==> src/rtl/assert_macros.svh <==
// ----------------------------------------------------------------------------
// assert_macros.svh
// Concurrent assertion shorthands, clocked on clk, disabled during reset.
// ----------------------------------------------------------------------------
`ifndef ASSERT_MACROS_SVH
`define ASSERT_MACROS_SVH

// Same-cycle implication.
`define ASSERT_IMP(lbl, ante, cons, msg) \
	lbl: assert property (@(posedge clk) disable iff (!arst_n) (ante) |-> (cons)) \
		else $error(msg);

// Next-cycle implication.
`define ASSERT_NXT(lbl, ante, cons, msg) \
	lbl: assert property (@(posedge clk) disable iff (!arst_n) (ante) |=> (cons)) \
		else $error(msg);

`endif

==> src/rtl/btas_pkg.sv <==
// ----------------------------------------------------------------------------
// btas_pkg
// Types and constants shared by the block transfer address sequencer.
// ----------------------------------------------------------------------------
package btas_pkg;

	localparam int unsigned REG_COUNT = 16;
	localparam int unsigned IDX_W     = 4;
	localparam int unsigned CNT_W     = 5;

	localparam logic [IDX_W-1:0] PC_IDX    = 4'd15;
	localparam logic [CNT_W-1:0] FULL_CNT  = 5'd16;
	localparam logic [31:0]      WORD_STEP = 32'd4;

	typedef struct packed {
		logic [15:0] reg_list;
		logic [3:0]  base_reg;
		logic [31:0] base_value;
		logic        go_up;
		logic        pre_index;
		logic        write_back;
		logic        user_bit;
		logic        is_load;
	} req_t;

	typedef struct packed {
		logic [3:0]  reg_index;
		logic [31:0] address;
		logic        load_beat;
		logic        sequential;
		logic        base_update;
		logic [31:0] new_base;
		logic [3:0]  writeback_reg;
		logic        use_user_bank;
		logic        restore_status;
		logic        reload_pipeline;
		logic        last;
	} beat_t;

	typedef struct packed {
		logic load;
		logic setup;
		logic beat;
	} cmd_t;

	typedef struct packed {
		logic out_free;
		logic last;
	} sts_t;

endpackage

==> src/rtl/block_transfer_address_sequencer.sv <==
// ----------------------------------------------------------------------------
// block_transfer_address_sequencer
// Expands a load/store multiple request into one address beat per register.
// ----------------------------------------------------------------------------
// One request is taken at a time. After acceptance a request passes through
// setup (block bounds and final base), then issues one beat per listed
// register, lowest register first, one per cycle while the output side keeps
// up; an empty list moves only r15. A new request is accepted in the cycle
// after the last beat is issued, even if that beat has not yet been taken.
module block_transfer_address_sequencer
	import btas_pkg::*;
(
	input  logic  clk,
	input  logic  arst_n,
	input  logic  req_valid,
	output logic  req_ready,
	input  req_t  req,
	output logic  beat_valid,
	input  logic  beat_ready,
	output beat_t beat
);

`include "assert_macros.svh"

	cmd_t cmd;
	sts_t sts;

	btas_ctrl u_ctrl (
		.clk       (clk),
		.arst_n    (arst_n),
		.req_valid (req_valid),
		.req_ready (req_ready),
		.sts       (sts),
		.cmd       (cmd)
	);

	btas_dp u_dp (
		.clk        (clk),
		.arst_n     (arst_n),
		.req        (req),
		.cmd        (cmd),
		.sts        (sts),
		.beat_valid (beat_valid),
		.beat_ready (beat_ready),
		.beat       (beat)
	);

	`ASSERT_NXT(a_busy_after_accept, req_valid && req_ready, !req_ready, "ready right after accept")
	`ASSERT_NXT(a_idle_after_last, cmd.beat && sts.last, req_ready, "not idle after last beat")
	`ASSERT_IMP(a_reload_on_last, beat_valid && beat.reload_pipeline, beat.last && beat.load_beat, "reload off last load beat")
	`ASSERT_IMP(a_restore_no_user, beat_valid && beat.restore_status, beat.reload_pipeline && !beat.use_user_bank, "restore with user bank")

endmodule

==> src/rtl/btas_ctrl.sv <==
// ----------------------------------------------------------------------------
// btas_ctrl
// Sequencer control: accepts a request, runs setup, then issues one beat per
// listed register as the output register frees up.
// ----------------------------------------------------------------------------
module btas_ctrl
	import btas_pkg::*;
(
	input  logic clk,
	input  logic arst_n,
	input  logic req_valid,
	output logic req_ready,
	input  sts_t sts,
	output cmd_t cmd
);

	typedef enum logic [1:0] {
		IDLE,
		SETUP,
		RUN
	} state_t;

	state_t state_q;

	assign req_ready = (state_q == IDLE);

	always_comb begin
		cmd       = '0;
		cmd.load  = (state_q == IDLE) && req_valid;
		cmd.setup = (state_q == SETUP);
		cmd.beat  = (state_q == RUN) && sts.out_free;
	end

	always_ff @(posedge clk or negedge arst_n) begin
		if (!arst_n) begin
			state_q <= IDLE;
		end else begin
			unique case (state_q)
				IDLE: begin
					if (req_valid)
						state_q <= SETUP;
				end
				SETUP: begin
					state_q <= RUN;
				end
				RUN: begin
					if (sts.out_free && sts.last)
						state_q <= IDLE;
				end
				default: begin
					state_q <= IDLE;
				end
			endcase
		end
	end

endmodule

==> src/rtl/btas_dp.sv <==
// ----------------------------------------------------------------------------
// btas_dp
// Sequencer datapath: request registers, register count, address walker,
// lowest-set-bit picker and the output beat register.
// ----------------------------------------------------------------------------
module btas_dp
	import btas_pkg::*;
(
	input  logic  clk,
	input  logic  arst_n,
	input  req_t  req,
	input  cmd_t  cmd,
	output sts_t  sts,
	output logic  beat_valid,
	input  logic  beat_ready,
	output beat_t beat
);

	logic [15:0]      list_q;
	logic [3:0]       base_reg_q;
	logic [31:0]      base_q;
	logic             up_q;
	logic             pre_q;
	logic             wb_q;
	logic             ubit_q;
	logic             load_q;
	logic [CNT_W-1:0] count_q;
	logic [31:0]      addr_q;
	logic [31:0]      final_q;
	logic             first_q;
	logic             pc_q;
	beat_t            beat_q;
	logic             beat_valid_q;

	logic [CNT_W-1:0] pop;
	logic [31:0]      span;
	logic [IDX_W-1:0] low_idx;
	logic [15:0]      remaining;
	logic [31:0]      step;
	logic             user_bank;

	always_comb begin
		pop = '0;
		for (int i = 0; i < REG_COUNT; i++)
			pop = pop + CNT_W'(req.reg_list[i]);
	end

	always_comb begin
		low_idx = '0;
		for (int i = REG_COUNT - 1; i >= 0; i--)
			if (list_q[i])
				low_idx = IDX_W'(i);
	end

	assign remaining = list_q & (list_q - 16'd1);
	assign span      = {25'd0, count_q, 2'b00};
	// downward blocks flip the pre/post sense
	assign step      = (up_q == pre_q) ? WORD_STEP : 32'd0;
	assign user_bank = ubit_q && (!pc_q || !load_q);

	assign sts.out_free = !beat_valid_q || beat_ready;
	assign sts.last     = (remaining == 16'd0);
	assign beat_valid   = beat_valid_q;
	assign beat         = beat_q;

	always_ff @(posedge clk) begin
		if (cmd.load) begin
			if (req.reg_list == 16'd0) begin
				list_q  <= 16'h8000;
				count_q <= FULL_CNT;
			end else begin
				list_q  <= req.reg_list;
				count_q <= pop;
			end
			base_reg_q <= req.base_reg;
			base_q     <= req.base_value;
			up_q       <= req.go_up;
			pre_q      <= req.pre_index;
			wb_q       <= req.write_back;
			ubit_q     <= req.user_bit;
			load_q     <= req.is_load;
		end
		if (cmd.setup) begin
			pc_q    <= list_q[PC_IDX];
			first_q <= 1'b1;
			if (up_q) begin
				addr_q  <= base_q;
				final_q <= base_q + span;
			end else begin
				addr_q  <= base_q - span;
				final_q <= base_q - span;
			end
		end
		if (cmd.beat) begin
			list_q  <= remaining;
			addr_q  <= addr_q + WORD_STEP;
			first_q <= 1'b0;

			beat_q.reg_index       <= low_idx;
			beat_q.address         <= addr_q + step;
			beat_q.load_beat       <= load_q;
			beat_q.sequential      <= !first_q;
			beat_q.base_update     <= first_q && wb_q;
			beat_q.new_base        <= final_q;
			beat_q.writeback_reg   <= base_reg_q;
			beat_q.use_user_bank   <= user_bank;
			beat_q.restore_status  <= sts.last && load_q && pc_q && ubit_q;
			beat_q.reload_pipeline <= sts.last && load_q && pc_q;
			beat_q.last            <= sts.last;
		end
	end

	always_ff @(posedge clk or negedge arst_n) begin
		if (!arst_n) begin
			beat_valid_q <= 1'b0;
		end else if (cmd.beat) begin
			beat_valid_q <= 1'b1;
		end else if (beat_ready) begin
			beat_valid_q <= 1'b0;
		end
	end

endmodule
==> config.mk <==
export PLATFORM = sky130hd
export DESIGN_NAME = block_transfer_address_sequencer
export DESIGN_NICKNAME = d
export VERILOG_FILES = /design/src/rtl/btas_pkg.sv /design/src/rtl/block_transfer_address_sequencer.sv /design/src/rtl/btas_ctrl.sv /design/src/rtl/btas_dp.sv
export VERILOG_INCLUDE_DIRS = /design/src /design/src/rtl
export SDC_FILE = /design/constraint.sdc
export NUM_CORES = 1
export LEC_CHECK = 0
export BUFFER_PORTS_ARGS = -buffer_cell sky130_fd_sc_hd__buf_4
export CAP_MARGIN = 30
export CORE_UTILIZATION = 50
export CTS_BUF_LIST = sky130_fd_sc_hd__clkbuf_8
export CTS_CLUSTER_DIAMETER = 60
export DETAILED_ROUTE_END_ITERATION = 7
export PLACE_DENSITY = 0.71
export RECOVER_POWER = 100
export SYNTH_ARGS = -nofsm -noshare
export SYNTH_HDL_FRONTEND = slang
export SYNTH_SLANG_ARGS = --single-unit
==> constraint.sdc <==
create_clock -name clk -period 9.75 [get_ports clk]
set_input_delay 0.4875 -clock clk [delete_from_list [all_inputs] [get_ports clk]]
set_output_delay 0.4875 -clock clk [all_outputs]
set_load 0.1 [all_outputs]
After elaboration in Yosys (flattened, before gate mapping). Cells that the tools add are included.

Word-level logic and storage cells: 107. Bits in latches: 0. Output and inout bits: 81. Memories: 0. Bits of input ports: 61. Bits in registers: 210. Bits in writable memories: 0. Bits in read-only memories: 0.

Equality and inequality tests: 5. $mul: 0. $add $sub $neg: 20. Reduce and logical (&&, ||, !) cells: 24. $lt $le $gt $ge: 0. Shift operators: 0. Div/mod/pow operators: 0. Bitwise logic cells: 1. Mux-type cells: 28.

Operators with widths (number): $mux 32 (4); $add 5x1->5 (14); $mux 16 (3); $add 32x3->32 const B (1); $add 32x32->32 (1); $add 32x7->32 (1); $logic_not 16->1 (2); $mux 4 (8); $sub 32x7->32 (1); $and 16x16->16 (1); $sub 16x1->16 const B (1); $mux 3 (5); $logic_and 1x1->1 (8); $mux 2 (4); $reduce_or 8->1 (1); $pmux 2 s3 (1); $reduce_bool 2->1 (3); $logic_not 1->1 (4); $ne 2x2->1 const B (2); $reduce_or 4->1 (1); $mux 1 (3); $add 1x1->2 (1); $eq 2x1->1 const B (1); $eq 2x2->1 const B (1); other kinds (5) (6).

Logic depth before layout (Yosys ltp).
Depth in word-level cells: 15. Gate-level depth with buffers: 15. Mapped depth without buffers: 15.

Hierarchy. Synthesis repeated with hierarchy kept, for this count alone.

Cells, all modules: 828. Area total of the unflattened synthesis: 10423.7 um2.

Modules (own cells, without submodules): btas_dp (seq. area each 6231.0 um2, area each 10326.2 um2, times used 1, cells each 818); btas_ctrl (seq. area each 50.0 um2, area each 97.6 um2, times used 1, cells each 10).

Worst setup path after synthesis. Ideal clock, no wire load.

Path kind: reg2reg. From: register u_dp.beat_valid_q, in the netlist u_dp.beat_valid. To: register u_dp.addr_q[2] (data pin). Period minus slack after synthesis: 4461 ps. Path buffers: 3. Setup time: 368 ps. Required time: 9382 ps. Setup slack: 5289 ps. Cell stages (with the launch flop): 8. Arrival: 4093 ps. Cells stage by stage: dfrtp_1 nand2b_1 nand2b_1 clkbuf_1 inv_1 clkbuf_1 clkbuf_1 a21oi_1.

RTL lines: from (decl) (RTL line btas_dp.sv:33) `logic beat_valid_q;`; from (signal assigned) (RTL line btas_dp.sv:115) `beat_valid_q <= 1'b0;`; from (signal assigned) (RTL line btas_dp.sv:117) `beat_valid_q <= 1'b1;`; from (signal assigned) (RTL line btas_dp.sv:119) `beat_valid_q <= 1'b0;`; to (signal assigned) (RTL line btas_dp.sv:87) `addr_q <= base_q;`; to (signal assigned) (RTL line btas_dp.sv:90) `addr_q <= base_q - span;`; to (signal assigned) (RTL line btas_dp.sv:96) `addr_q <= addr_q + WORD_STEP;`; to (decl) (RTL line btas_dp.sv:28) `logic [31:0] addr_q;`.

Worst setup path after layout.
From: register u_ctrl.state_q[1]. To: register u_dp.addr_q[26] (data pin).

Longest elaborated chain between the ends: 3.

Ends and longest elaborated chain: from (decl) (RTL line btas_ctrl.sv:23) `state_t state_q;`; from (signal assigned) (RTL line btas_ctrl.sv:36) `state_q <= IDLE;`; from (signal assigned) (RTL line btas_ctrl.sv:41) `state_q <= SETUP;`; from (signal assigned) (RTL line btas_ctrl.sv:44) `state_q <= RUN;`; $eq 2x2->1 (RTL line btas_ctrl.sv:31) `cmd.beat = (state_q == RUN) && sts.out_free;`; $logic_and 1x1->1 (RTL line btas_ctrl.sv:31); $mux 32 (RTL line btas_dp.sv:94) `if (cmd.beat) begin`.

No other way between the ends. A chain may end at the register's enable or synchronous reset.

==> metrics.yaml <==
power:
  combPwrFrac: 0.423
  p_per_area_nw_per_um2: 358
  p_leak_uw: 0.00408
  p_switching_uw: 2020
  pwr-share-seq: 0.416
  p_int_uw: 2210
  pwr-share-clk: 0.161
  vdd_drop_max_v: 0.000198
  switching_share: 0.477
setup_path:
  slowest_delay_ns: 1.99
  crit_path_end: "u_dp.addr_q[26]"
  path_cells: "nand2b_1 > nand2b_1 > clkinvlp_2 > clkbuf_1 > buf_12 > mux2i_1"
  critical_path_class: "register to register"
  crit_start: "u_ctrl.state_q[1]"
  cp_max_fo: 63
  regToRegStartpoint: "u_ctrl.state_q[1]"
  startpoint_type: "register"
  end_kind: "register"
  critPathMostFrequentCell: "nand2b_1"
  reg2regPathDepth: 6
  rrSetupSlack_ns: 4.47
  required_ns: 10.01
  r2r_end: "u_dp.addr_q[26]"
  slowest_stage: "clkinvlp_2"
  cp.arrival_ns: 5.54
hold_path:
  hold_depth: 1
  hold_path.class: "input port to register"
synth:
  yosysMostFrequentCell: "edfxtp_1"
  synth_nets: 915
  yosysSeqAreaShare: 0.611
  ys_async_sr_fraction: 0.0143
  synth_top_area_frac: 0.602
  syn_inst: 822
  synthTopCellsByCount: "edfxtp_1, xnor2_1, nand2_1, nor2_1, inv_1"
  yosysTopAreaCell: "edfxtp_1"
  synthDistinctLibCells: 53
  synth_top_cells_by_area: "edfxtp_1, xnor2_1, xor2_1, ha_1, fa_1"
  ys_warn_count: 0
  netlist_area_um2: 10300
  avgSynthCellArea_um2: 12.5
  synth_edf_count: 206
  synth-main-ff-cell: "edfxtp_1"
  synth-seq-cells: 210
clock_network:
  tritoncts: "yes"
  cts_buffer_depth: 3
  htreeDepth: 2
  path_clk_slew_ns: 0.06
  cts_resized: 0
  clkSinkCount: 210
  postCtsSetupBuffers: 0
  cts_buffers: 35
  clk_latency_ns: 0.52
  root_buffer: "clkbuf_8"
status:
  status: "finished with violations"
  violations: "DRC, capacitance limit, slew limit"
routing:
  wl_per_cell_um: 16.9
  vias_per_cell: 5.37
  antenna_left: 0
  vias: 6770
  drt_pass1_iterations: 7
  routed_wl_um: 21400
  drc: 1
  drtIter0Drc: 549
final_layout:
  final-instance-count-excl-fill: 1261
  utilization: 0.586
  drive_gt1_frac: 0.109
  antenna_cells: 0
  final_nets: 1058
  area_growth_pct: 15.1
timing:
  setup_slack_ns: 4.47
  worst_pin_slew_ns: 2.45
  max_freq_mhz: 189
  fin_crit_ns: 5.28
  finalMaxSlewViolations: 215
  finalCritPeriodShare: 0.542
  setup_viol: 0
  relSlewSlack: -0.634
  setup_tns_ns: 0
  finClkSkew_ns: 0.0165
  finalHoldViolations: 0
  rsz0062_at_grt: "false"
grt:
  gr-total-overflow: 0
  grt_pass1_vias: 6573
  grt.total_usage: 0.208
  grt_max_degree: 84
  grt_pass1_wl_um: 34700
  antenna_found_initial: 0
job:
  maxCapViolCount: 6
place:
  dp_cells: 1196
  dp_hpwl_um: 14700
  place_congestion: 0.863
  pre_cts_slack_ns: 5.59
  portBuffers: 141
floorplanning:
  core_area_um2: 20200
  rows: 52
  chipHeight_um: 145
  dieArea_um2: 21100
  start_util: 0.509
  fp.dieW_um: 145
  pin_count: 142
-- state kept, by name, summed over array words and instances, names as in the netlist, 2 cells and up --
name / count
u_dp.base_reg_q: 4
u_dp.count_q: 5
u_dp.addr_q: 32
u_ctrl.state_q: 2
u_dp.final_q: 32
u_dp.beat: 79
u_dp.list_q: 16
u_dp.base_q: 32
-- cells by family after synthesis --
group	after synthesis	share of synthesized area
mux	16	0.0157
buf+inv	81	0.0328
xor+xnor	112	0.0955
compound gates	106	0.0639
fa+ha+maj	35	0.0507
simple gates	262	0.130
flops	210	0.611
-- layout by cell type (no fill, tap or decap), types with 12 or more instances in the layout --
master / Yosys / routed
mux2i_1: 15 / 15
nand3_1: 26 / 26
fa_1: 12 / 12
clkbuf_8: 0 / 36
xnor2_1: 83 / 83
o21ai_0: 37 / 37
a31oi_1: 14 / 14
nand4_1: 17 / 17
ha_1: 20 / 20
edfxtp_1: 206 / 206
a21oi_1: 18 / 18
buf_4: 0 / 18
nor2_1: 53 / 53
clkinv_1: 0 / 12
xor2_1: 29 / 29
clkbuf_4: 0 / 39
inv_1: 39 / 48
nand2_1: 59 / 59
nor3_1: 28 / 28
nor4_1: 15 / 15
clkbuf_1: 36 / 89
-- cell type report --
type	instances	area, µm²
Inverter	39	148
Multi-Input combinational cell	531	3660
Timing Repair Buffer	148	792
Fill cell	1767	8340
Clock inverter	27	114
Tap cell	270	338
Clock buffer	36	495
Sequential cell	210	6280
-- per-layer routing --
metal / up-vias / track usage / routed length (µm)
met3: 36 / 0.0439 / 1510
met2: 273 / 0.305 / 9130
li1: 3290 / - / -
met5: - / 0 / 0
met1: 3171 / 0.313 / 10300
met4: 0 / 0.0616 / 421
-- worst min-delay path by stage --
stage | start | to | slack [ns]
global route | req[27] | u_dp.base_q[22] | 0.13
floorplan | arst_n | u_ctrl.state_q[0] | 0.19
CTS | req[16] | u_dp.base_q[11] | 0.11
finish | req[16] | u_dp.base_q[11] | 0.17
global placement | arst_n | u_dp.beat_valid | 0.28
detailed placement | arst_n | u_dp.beat_valid | 0.28
-- worst max-delay path, delay by kind of cell (launching register included) --
| kind | cells | cell delay (ns) |
|---|---|---|
| and+or+nand+nor | 2 | 0.74 |
| buffers and inverters | 3 | 3.68 |
| muxes | 1 | 0.15 |
| DFF | 1 | 0.39 |
-- timing repair --
action | 4_1_cts | 5_1_grt
hold buffers | 1 | 0
setup endpoints to repair | 0 | 0
endpoints found under the hold margin | 3 | 0
-- through the flow --
step | area [µm²] | hold WS, ns | power [µW]
2_1_floorplan | 10300 | 0.192 | 3230
3_3_place_gp | 11500 | 0.281 | 3620
3_5_place_dp | 11500 | 0.282 | 3650
4_1_cts | 12100 | 0.111 | 4350
5_1_grt | 11800 | 0.132 | 4470
6_report | 11800 | 0.167 | 4240
-- power by group through the flow --
| stage | Combinational [µW] | Clock, µW | Sequential [µW] |
|---|---|---|---|
| 6_report | 1790 | 683 | 1760 |
| 5_1_grt | 1920 | 742 | 1810 |
| 4_1_cts | 1900 | 705 | 1750 |
| 3_5_place_dp | 1890 | 0 | 1760 |
| 3_3_place_gp | 1870 | 0 | 1750 |
| 2_1_floorplan | 760 | 0 | 2470 |
(Power assumes the default switching activity.)
